File: src/rtl/core/pah_pkg.sv
`default_nettype none

package pah_pkg;

  localparam int TimeW    = 32;
  localparam int TempW    = 16;
  localparam int PresW    = 18;
  localparam int LevelW   = 13;
  localparam int GainW    = 4;
  localparam int DwellW   = 32;
  localparam int MsW      = 16;
  localparam int CfgDataW = 32;
  localparam int CfgIdxW  = 3;

  localparam logic signed [TempW-1:0] TempMin = -16'sd2000;
  localparam logic signed [TempW-1:0] TempMax = 16'sd6000;

  typedef enum logic [CfgIdxW-1:0] {
    RegBasePressure  = 3'd0,
    RegWarnOnLevel   = 3'd1,
    RegWarnOffLevel  = 3'd2,
    RegGain          = 3'd3,
    RegDwellMs       = 3'd4,
    RegAlertOnMs     = 3'd5,
    RegAlertPeriodMs = 3'd6,
    RegPublishHoldMs = 3'd7
  } cfg_reg_e;

  typedef struct packed {
    logic [LevelW-1:0] base_pressure;
    logic [LevelW-1:0] warn_on_level;
    logic [LevelW-1:0] warn_off_level;
    logic [GainW-1:0]  gain;
    logic [DwellW-1:0] dwell_ms;
    logic [MsW-1:0]    alert_on_ms;
    logic [MsW-1:0]    alert_period_ms;
    logic [MsW-1:0]    publish_hold_ms;
  } cfg_t;

  typedef struct packed {
    logic signed [TempW-1:0] temp_sample;
    logic [TimeW-1:0]        time_ms;
  } sample_t;

  typedef struct packed {
    logic stable_event;
    logic low_event;
    logic redraw;
    logic publish;
    logic alert_on;
    logic low_warning;
    logic signed [PresW-1:0] pressure;
  } result_t;

endpackage

`default_nettype wire

File: src/rtl/core/pah_eval.sv
`default_nettype none

module pah_eval (
  input  wire                 clk_i,
  input  wire                 rst_ni,
  input  wire pah_pkg::cfg_t    cfg_i,
  input  wire pah_pkg::sample_t sample_i,
  input  wire                 step_i,
  output pah_pkg::result_t    result_o
);
  import pah_pkg::*;

  logic signed [TempW-1:0] base_temp_q, base_temp_d, base_temp_use;
  logic                    base_vld_q;
  logic                    warn_q, warn_d;
  logic                    alert_q, alert_d;
  logic [TimeW-1:0]        alert_start_q, alert_start_d;
  logic [TimeW-1:0]        last_pub_q, last_pub_d;
  logic                    frozen_q, frozen_d;
  logic [TimeW-1:0]        low_since_q, low_since_d;
  logic                    low_vld_q, low_vld_d, low_sent_q, low_sent_d;
  logic [TimeW-1:0]        stab_since_q, stab_since_d;
  logic                    stab_vld_q, stab_vld_d, stab_sent_q, stab_sent_d;

  logic [TimeW-1:0]        now;
  logic signed [TempW:0]   diff;
  logic signed [TempW+GainW+1:0] prod;
  logic signed [PresW:0]   pres;
  logic                    low;
  logic [TimeW-1:0]        el_alert, el_alert2, el_pub, el_low, el_stab;
  logic                    started, publish, redraw, low_ev, stab_ev;

  assign now = sample_i.time_ms;

  always_comb begin
    base_temp_use = base_vld_q ? base_temp_q : sample_i.temp_sample;
    base_temp_d   = base_temp_use;
    diff = {sample_i.temp_sample[TempW-1], sample_i.temp_sample}
         - {base_temp_use[TempW-1], base_temp_use};
    prod = diff * $signed({1'b0, cfg_i.gain});
    pres = $signed({{(PresW+1-LevelW){1'b0}}, cfg_i.base_pressure})
         + prod[PresW:0];
    low  = pres <= $signed({{(PresW+1-LevelW){1'b0}}, cfg_i.warn_on_level});

    // hysteresis warning; the freeze drops when the warning clears
    warn_d   = warn_q;
    frozen_d = frozen_q;
    if (warn_q) begin
      if (pres >= $signed({{(PresW+1-LevelW){1'b0}}, cfg_i.warn_off_level})) begin
        warn_d   = 1'b0;
        frozen_d = 1'b0;
      end
    end else if (low) begin
      warn_d = 1'b1;
    end

    // alert on/off timing inside each repeat period
    el_alert      = now - alert_start_q;
    alert_d       = alert_q;
    alert_start_d = alert_start_q;
    started       = 1'b0;
    if (warn_d) begin
      if (!alert_q && (el_alert >= TimeW'(cfg_i.alert_period_ms))) begin
        alert_d       = 1'b1;
        alert_start_d = now;
        started       = 1'b1;
      end
    end
    el_alert2 = started ? '0 : el_alert;
    if (warn_d) begin
      if (alert_d && (el_alert2 >= TimeW'(cfg_i.alert_on_ms))) begin
        alert_d = 1'b0;
      end
    end else begin
      alert_d       = 1'b0;
      alert_start_d = '0;
    end

    // publish hold and dwell tracking
    el_pub       = now - last_pub_q;
    publish      = !(warn_d && (el_pub < TimeW'(cfg_i.publish_hold_ms)));
    redraw       = 1'b0;
    low_ev       = 1'b0;
    stab_ev      = 1'b0;
    last_pub_d   = last_pub_q;
    low_since_d  = low_since_q;
    low_vld_d    = low_vld_q;
    low_sent_d   = low_sent_q;
    stab_since_d = stab_since_q;
    stab_vld_d   = stab_vld_q;
    stab_sent_d  = stab_sent_q;
    el_low       = now - (low_vld_q ? low_since_q : now);
    el_stab      = now - (stab_vld_q ? stab_since_q : now);
    if (publish) begin
      last_pub_d = now;
      if (!(warn_d && frozen_d)) begin
        redraw = 1'b1;
        if (warn_d) begin
          frozen_d = 1'b1;
        end
      end
      if (low) begin
        stab_vld_d  = 1'b0;
        stab_sent_d = 1'b0;
        if (!low_vld_q) begin
          low_since_d = now;
          low_vld_d   = 1'b1;
        end
        if ((DwellW'(el_low) >= cfg_i.dwell_ms) && !low_sent_q) begin
          low_ev     = 1'b1;
          low_sent_d = 1'b1;
        end
      end else begin
        low_vld_d  = 1'b0;
        low_sent_d = 1'b0;
        if (!stab_vld_q) begin
          stab_since_d = now;
          stab_vld_d   = 1'b1;
        end
        if ((DwellW'(el_stab) >= cfg_i.dwell_ms) && !stab_sent_q) begin
          stab_ev     = 1'b1;
          stab_sent_d = 1'b1;
        end
      end
    end

    result_o.pressure     = pres[PresW-1:0];
    result_o.low_warning  = warn_d;
    result_o.alert_on     = alert_d;
    result_o.publish      = publish;
    result_o.redraw       = redraw;
    result_o.low_event    = low_ev;
    result_o.stable_event = stab_ev;
  end

  always_ff @(posedge clk_i or negedge rst_ni) begin
    if (!rst_ni) begin
      base_temp_q   <= '0;
      base_vld_q    <= 1'b0;
      warn_q        <= 1'b0;
      alert_q       <= 1'b0;
      alert_start_q <= '0;
      last_pub_q    <= '0;
      frozen_q      <= 1'b0;
      low_since_q   <= '0;
      low_vld_q     <= 1'b0;
      low_sent_q    <= 1'b0;
      stab_since_q  <= '0;
      stab_vld_q    <= 1'b0;
      stab_sent_q   <= 1'b0;
    end else if (step_i) begin
      base_temp_q   <= base_temp_d;
      base_vld_q    <= 1'b1;
      warn_q        <= warn_d;
      alert_q       <= alert_d;
      alert_start_q <= alert_start_d;
      last_pub_q    <= last_pub_d;
      frozen_q      <= frozen_d;
      low_since_q   <= low_since_d;
      low_vld_q     <= low_vld_d;
      low_sent_q    <= low_sent_d;
      stab_since_q  <= stab_since_d;
      stab_vld_q    <= stab_vld_d;
      stab_sent_q   <= stab_sent_d;
    end
  end

endmodule

`default_nettype wire

File: src/rtl/core/pressure_alarm_hysteresis_timer.sv
// Low-pressure alarm on a stream of timestamped temperature samples. A sample
// marked bad or outside -20.00..60.00 C is dropped at the input and gives no
// result; every other sample gives exactly one result. Pressure is
// base_pressure + gain * (temp - first accepted temp), in centi-psi, and drives
// a hysteresis low warning, a timed alert output, a publish hold and one-shot
// low/stable events after the dwell time. One sample is taken per clock: it
// waits in the input register, and all state updates in the same cycle that
// moves it into the output register; throughput is one sample per cycle while
// the output is taken. Configuration writes belong to idle periods only.
`default_nettype none

module pressure_alarm_hysteresis_timer (
  input  wire                          clk_i,
  input  wire                          rst_ni,
  input  wire                          cfg_we_i,
  input  wire [pah_pkg::CfgIdxW-1:0]   cfg_idx_i,
  input  wire [pah_pkg::CfgDataW-1:0]  cfg_data_i,
  input  wire                          s_axis_tvalid,
  output logic                         s_axis_tready,
  input  wire [47:0]                   s_axis_tdata,  // temp_sample[15:0], time_ms[47:16]
  input  wire                          s_axis_tuser,  // sample_bad
  output logic                         m_axis_tvalid,
  input  wire                          m_axis_tready,
  // pressure[17:0], low_warning[18], alert_on[19], publish[20], redraw[21],
  // low_event[22], stable_event[23]
  output logic [23:0]                  m_axis_tdata
);
  import pah_pkg::*;

  cfg_t    cfg_q;
  sample_t in_q;
  logic    in_vld_q;
  result_t res_d, res_q;
  logic    out_vld_q;
  logic    out_free, step, accept, sample_ok;
  logic signed [TempW-1:0] temp_in;

  always_ff @(posedge clk_i or negedge rst_ni) begin
    if (!rst_ni) begin
      cfg_q.base_pressure   <= LevelW'(1470);
      cfg_q.warn_on_level   <= LevelW'(1450);
      cfg_q.warn_off_level  <= LevelW'(1460);
      cfg_q.gain            <= GainW'(3);
      cfg_q.dwell_ms        <= DwellW'(180000);
      cfg_q.alert_on_ms     <= MsW'(3000);
      cfg_q.alert_period_ms <= MsW'(8000);
      cfg_q.publish_hold_ms <= MsW'(4000);
    end else if (cfg_we_i) begin
      case (cfg_reg_e'(cfg_idx_i))
        RegBasePressure:  cfg_q.base_pressure   <= cfg_data_i[LevelW-1:0];
        RegWarnOnLevel:   cfg_q.warn_on_level   <= cfg_data_i[LevelW-1:0];
        RegWarnOffLevel:  cfg_q.warn_off_level  <= cfg_data_i[LevelW-1:0];
        RegGain:          cfg_q.gain            <= cfg_data_i[GainW-1:0];
        RegDwellMs:       cfg_q.dwell_ms        <= cfg_data_i[DwellW-1:0];
        RegAlertOnMs:     cfg_q.alert_on_ms     <= cfg_data_i[MsW-1:0];
        RegAlertPeriodMs: cfg_q.alert_period_ms <= cfg_data_i[MsW-1:0];
        RegPublishHoldMs: cfg_q.publish_hold_ms <= cfg_data_i[MsW-1:0];
        default: ;
      endcase
    end
  end

  assign temp_in   = s_axis_tdata[TempW-1:0];
  // drop bad and out-of-range requests right at the input
  assign sample_ok = !s_axis_tuser && (temp_in >= TempMin) && (temp_in <= TempMax);
  assign out_free  = !out_vld_q || m_axis_tready;
  assign step      = in_vld_q && out_free;
  assign s_axis_tready = !in_vld_q || out_free;
  assign accept    = s_axis_tvalid && s_axis_tready;

  always_ff @(posedge clk_i or negedge rst_ni) begin
    if (!rst_ni) begin
      in_vld_q <= 1'b0;
    end else if (s_axis_tready) begin
      in_vld_q <= accept && sample_ok;
    end
  end

  always_ff @(posedge clk_i) begin
    if (accept && sample_ok) begin
      in_q.temp_sample <= temp_in;
      in_q.time_ms     <= s_axis_tdata[TempW+TimeW-1:TempW];
    end
  end

  pah_eval u_eval (
    .clk_i    (clk_i),
    .rst_ni   (rst_ni),
    .cfg_i    (cfg_q),
    .sample_i (in_q),
    .step_i   (step),
    .result_o (res_d)
  );

  always_ff @(posedge clk_i or negedge rst_ni) begin
    if (!rst_ni) begin
      out_vld_q <= 1'b0;
    end else if (out_free) begin
      out_vld_q <= step;
    end
  end

  always_ff @(posedge clk_i) begin
    if (step) begin
      res_q <= res_d;
    end
  end

  assign m_axis_tvalid = out_vld_q;
  assign m_axis_tdata  = res_q;

  a_events_exclusive: assert property (@(posedge clk_i) disable iff (!rst_ni)
    m_axis_tvalid |-> !(res_q.low_event && res_q.stable_event))
    else $error("low and stable events in one result");

  a_held_is_quiet: assert property (@(posedge clk_i) disable iff (!rst_ni)
    (m_axis_tvalid && !res_q.publish) |->
      (!res_q.redraw && !res_q.low_event && !res_q.stable_event))
    else $error("held result redraws or fires an event");

  a_alert_needs_warning: assert property (@(posedge clk_i) disable iff (!rst_ni)
    (m_axis_tvalid && res_q.alert_on) |-> res_q.low_warning)
    else $error("alert on without low warning");

  a_step_fills_output: assert property (@(posedge clk_i) disable iff (!rst_ni)
    step |=> m_axis_tvalid)
    else $error("evaluated request lost");

endmodule

`default_nettype wire
File: config.mk
export PLATFORM = sky130hd
export DESIGN_NAME = pressure_alarm_hysteresis_timer
export DESIGN_NICKNAME = d
export VERILOG_FILES = /design/src/rtl/core/pah_pkg.sv /design/src/rtl/core/pah_eval.sv /design/src/rtl/core/pressure_alarm_hysteresis_timer.sv
export SDC_FILE = /design/constraint.sdc
export NUM_CORES = 1
export LEC_CHECK = 0
export BUFFER_PORTS_ARGS = -buffer_cell sky130_fd_sc_hd__buf_2
export CAP_MARGIN = 20
export CORE_MARGIN = 4
export CORE_UTILIZATION = 65
export DETAILED_ROUTE_END_ITERATION = 6
export GPL_TIMING_DRIVEN = 0
export PLACE_DENSITY_LB_ADDON = 0.3
export REMOVE_ABC_BUFFERS = 1
export SLEW_MARGIN = 20
export SYNTH_ARGS = -nofsm -noshare
export SYNTH_HDL_FRONTEND = slang
export SYNTH_SLANG_ARGS = --single-unit
File: constraint.sdc
create_clock -name clk_i -period 19.61 [get_ports clk_i]
set_input_delay 1.961 -clock clk_i [delete_from_list [all_inputs] [get_ports clk_i]]
set_output_delay 1.961 -clock clk_i [all_outputs]
set_load 0.02 [all_outputs]
After elaboration in Yosys (flattened, before gate mapping)
Cells that the tools add are included.
{ "op_classes": {"eq_ne": 9, "n_addsub": 6, "reduce_logical": 38, "order_cmp": 9, "n_shift": 0, "n_mux": 28, "bitwise_logic": 2, "div_mod_pow": 0, "multipliers": 1} }
{ "op_table": {"columns": ["op", "count"], "rows": [
  ["two-way mux 32 bit", 5],
  ["subtractor 32 bit", 4],
  ["greater-or-equal comparator 32 x 16 -> 1 bit", 2],
  ["greater-or-equal comparator 32 bit", 2],
  ["< comparator 32 x 16 -> 1 bit", 1],
  ["two-way mux 1 bit", 22],
  ["AND reduction 2 bit", 10],
  ["adder 13 x 19 -> 19 bit", 1],
  ["greater-or-equal comparator 19 x 14 -> 1 bit", 1],
  ["less-or-equal comparator 19 x 14 -> 1 bit", 1],
  ["multiplier 17 x 5 -> 19 bit", 1],
  ["subtractor 16 x 16 -> 17 bit", 1],
  ["greater-or-equal comparator 16 x 12 -> 1 bit (second input constant)", 1],
  ["less-or-equal comparator 16 x 14 -> 1 bit (second input constant)", 1],
  ["two-way mux 16 bit", 1],
  ["== test 3 bit (second input constant)", 4],
  ["AND reduction 3 bit", 4],
  ["logical AND 1 bit", 11],
  ["zero test 1 bit", 7],
  ["== test 3 x 2 -> 1 bit (second input constant)", 2],
  ["inequality test 2 bit (second input constant)", 2],
  ["OR reduction 2 bit", 2],
  ["== test 3 x 1 -> 1 bit (second input constant)", 1],
  ["zero test 3 bit", 1],
  ["3 further kinds", 5]
]} }
{ "totals": {"mem_bits_rw": 0, "latch_bits": 0, "mem_count": 0, "out_inout_bits": 26, "rom_bits": 0, "wordCells": 125, "ff_bits": 349} }

Depth between registers and ports, before layout
{ "depth": {"ltp_word": 13, "depth_mapped": 47, "ltp_nobuf": 45} }

Hierarchy
Synthesis repeated with hierarchy kept, for this count alone.
{ "hier_totals": {"cells_unflattened": 3002, "hier_area_um2": 28242.1} }
{ "by_module_without_submodules": {"columns": ["mod", "seq_area_each_um2", "cells_each", "area_each_um2", "n_inst"], "rows": [
  ["pah_eval", 3803.6, 2638, 21225.4, 1],
  ["pressure_alarm_hysteresis_timer", 5352.6, 364, 7016.7, 1]
]} }

Worst setup path before layout
No wires, ideal clock.
{ "synth_path": {"path_type": "reg-to-reg", "start": "register u_eval.base_vld_q", "end": "register u_eval.alert_q", "path_buffers": 3, "stages_incl_launch_ff": 47, "arrival_time_ps": 9592, "path_slack_ps": 9951, "required_time_ps": 19543, "setup_ps": 67, "cell_sequence": "dfrtp_1 -> clkbuf_1 -> clkbuf_1 -> mux2i_1 -> ha_1 -> and3_1 -> a21oi_1 -> a31oi_1 -> o21a_1 -> o21a_1 -> o21ai_0 -> nand2b_1 -> xor2_1 -> and2_1 -> fa_1 -> fa_1 -> inv_1 -> fa_1 -> (+11 left out) -> o41ai_1 -> mux2_2 -> a21oi_2 -> nor3_2 -> clkbuf_1 -> or2_2 -> ha_1 -> nand2b_1 -> a2111oi_0 -> nor3_1 -> a2111oi_0 -> nor3_1 -> nor4_1 -> nor2_1 -> nor2_1 -> nand3_1 -> o21ai_0 -> a41o_1"} }
{ "synth_rtl": {"columns": ["element", "line_no", "rtl"], "rows": [
  ["start: declaration", "pah_eval.sv:14", "logic base_vld_q;"],
  ["start signal: assignment", "pah_eval.sv:139", "base_vld_q <= 1'b0;"],
  ["start signal: assignment", "pah_eval.sv:153", "base_vld_q <= 1'b1;"],
  ["end signal: assignment", "pah_eval.sv:155", "alert_q <= alert_d;"],
  ["end: declaration", "pah_eval.sv:16", "logic alert_q, alert_d;"]
]} }

==> summary.md <==
| Metric | Value |
|---|---|
| HPWL Detailed | `just over 50000 microns` |
| CTS Hold Bufs | `0` |
| Worst Tran Pin Value | `about 1.1 ns` |
| Largest net degree at the start of global routing | `73` |
| Total global-route track usage | `between 20% and 30%` |
| Most area-hungry cell type in the Yosys netlist | `dfrtp_1` |
| CP endpoint kind | `register` |
| Starting Density | `66.3%` |
| Clk_skew | `0.0165 ns` |
| Final Critical Period | `11.70 ns` |
| Antenna diodes | `0` |
| Number of global-route vias before repair | `around 22000` |
| Worst-path clk slew | `0.06 ns` |
| Wirelength per Cell | `approximately 19 microns` |
| Clock Root Buffer | `clkbuf_16` |
| Required @ worst endpoint | `20.11 ns` |
| DR vias | `21748` |
| Total gr overflow | `0` |
| Synthesized area per cell | `about 9.3 sq um` |
| Asr flop ratio synth | `79.4%` |
| Status | `finished, final reports clean` |
| Ys flop type | `dfrtp_1` |
| Nets | `3409` |
| Max Cap Viol | `0` |
| Clk buf depth | `3` |
| Area Growth Syn to Fin | `10.1%` |
| Post-synth top area share | `21.4%` |
| Postcts setup bufs | `0` |
| Core area | `~40000 sq um` |
| Most numerous cell in the Yosys netlist | `ha_1` |
| Crit-path most repeated cell | `ha_1` |
| Clock Latency Late Sink | `roughly 0.56 ns` |
| Drt drc | `0` |
| Synth Instances | `2849` |
| Crit-path max cell delay | `0.97 ns` |
| Synth cell types | `93` |
| I/O pins | `115` |
| Fin crit share | `59.7%` |
| Synth warn | `0` |
| Via-to-Cell Ratio | `6.19` |
| Routed WL | `between 60000 and 70000 microns` |
| Post_cts resized | `0` |
| Multi-input gate area | `16100 sq um` |
| Pre-Repair DR Iteration Count | `6` |
| Die height | `210 microns` |
| Final GP Congestion | `~0.95` |
| Initial antenna violation count | `0` |
| Num rows | `73` |
| Class of the worst hold path | `register to register` |
| Cts bufs inserted | `40` |
| Die W | `about 210 microns` |
| Setup violations, final | `0` |
| CTS tree | `yes` |
| Share of cells above drive strength 1 | `12.1%` |
| Worst setup SP type | `register` |
| Endpoints failing hold | `0` |
| EDFF count, synth | `72` |
| Post-synthesis instance area | `between 20000 and 30000 sq um` |
| ANT nets after route | `0` |
| Die area | `44200 sq um` |
| Worst path arrival time | `12.20 ns` |
| CTS H-Tree Depth | `2` |
| FF-to-FF setup slack | `around 7.9 ns` |
| RSZ-0062 raised after global routing | `false` |
| Worst Path Max Fanout | `18` |
| Slew Viols, Final | `0` |
| I/O Buffers | `between 100 and 150` |
| TNS Setup | `0 ns` |
| Worst-path cell with the longest stage delay | `dfrtp_1` |
| Slew headroom | `27.1%` |
| Hold_ws | `around 0.48 ns` |
| First-pass GRT wire length | `108000 microns` |
| Clock sink total | `approximately 350` |
| Area contributors post-synth | `dfrtp_1, ha_1, edfxtp_1` |
| FILL cells | `~2900` |
| 1st-iter DRT viols | `1626` |
| Most common library cells after synthesis | `ha_1, inv_1, nand2_1` |
| Setup CP Type | `register to register` |
| Register Area | `9160 sq um` |
| Peak Freq | `85.5 MHz` |
| Register area share after synthesis | `34.4%` |
| Synth Register Bits | `349` |
==> worst max-delay path, delay by kind of cell, from the launching register on <==
family	cells	cell delay, ns
multiplexers	2	0.65
flip-flops	1	0.97
adder cells (fa/ha/maj)	7	2.70
buffers and inverters	2	0.11
AO/OA/AOI/OAI	14	3.29
AND/OR/NAND/NOR	16	3.07
XOR/XNOR	2	0.85
==> final cells by class <==
| cell class | instances | area share, % |
|---|---|---|
| Timing Repair Buffer | 142 | 3.51 |
| Sequential cell | 349 | 31.3 |
| Clock inverter | 14 | 0.436 |
| Inverter | 288 | 3.69 |
| Multi-Input combinational cell | 2134 | 54.9 |
| Tap cell | 525 | 2.24 |
| Clock buffer | 60 | 3.92 |
==> metrics by stage <==
step / std cells / worst slack (ns) / area, sq um / utilization (%)
after floorplan: 2771 / 10.09 / 26300 / -
after global placement: 3410 / 7.51 / 27500 / 68.5
after detailed placement: 3438 / 8.09 / 28000 / 69.9
after CTS: 3512 / 7.95 / 29300 / 73.0
after global routing: 3512 / 7.07 / 29300 / 73.1
final: 3512 / 7.91 / 29300 / 73.1
==> cells in the final DEF (no fill, tap or decap), drive strengths merged, types with 9 or more instances in the layout <==
| cell type | count |
|---|---|
| a2111oi | 12 |
| a211o | 9 |
| a211oi | 24 |
| a21o | 55 |
| a21oi | 203 |
| a22o | 32 |
| a31oi | 20 |
| and2 | 53 |
| and3 | 18 |
| buf | 142 |
| clkbuf | 60 |
| clkinv | 9 |
| dfrtp | 227 |
| dfstp | 50 |
| edfxtp | 72 |
| fa | 47 |
| ha | 318 |
| inv | 290 |
| mux2 | 72 |
| mux2i | 83 |
| nand2 | 244 |
| nand2b | 41 |
| nand3 | 37 |
| nand4 | 29 |
| nor2 | 152 |
| nor2b | 59 |
| nor3 | 51 |
| nor4 | 10 |
| o2111ai | 9 |
| o211ai | 15 |
| o21a | 43 |
| o21ai | 241 |
| o21bai | 17 |
| xnor2 | 86 |
| xor2 | 30 |
==> flip-flops by register name, summed over array words and instances (netlist names), 16 cells and up <==
signal	flops
cfg_q	123
in_q	48
u_eval.alert_start_q	32
u_eval.last_pub_q	32
u_eval.low_since_q	32
u_eval.stab_since_q	32
m_axis_tdata	24
u_eval.base_temp_q	16
==> logic make-up (layout without fill, tap and decap cells) <==
family	count (synthesis)	in the layout	share of synthesized area, %
xor+xnor	117	117	3.90
simple gates	736	736	13.4
compound gates	761	761	18.2
mux	155	155	6.17
fa+ha+maj	365	365	18.5
flops	349	349	34.4
buf+inv	366	504	5.36
==> per-layer routing <==
layer  track usage (%)  up-vias  routed length [microns]
met5                 0        -                        0
li1                  -    10369                        -
met3              4.70      173                     4670
met2              48.9      748                    30700
met4              12.8        0                     2850
met1              39.9    10458                    28200
==> worst paths after layout <==
path                                  startpoint               endpoint  cells after the start
hold reg to reg            u_eval.low_since_q[4]  u_eval.low_since_q[4]                      2
setup reg to reg               u_eval.base_vld_q         u_eval.alert_q                     43
setup / recovery               u_eval.base_vld_q         u_eval.alert_q                     43
max in group asynchronous                 rst_ni             cfg_q[114]                      4
min in group asynchronous                 rst_ni              cfg_q[87]                      1
hold / removal             u_eval.low_since_q[4]  u_eval.low_since_q[4]                      2
Power is not shown: default switching activity piles up to over one toggle a cycle in this logic, so the estimate is an artifact.
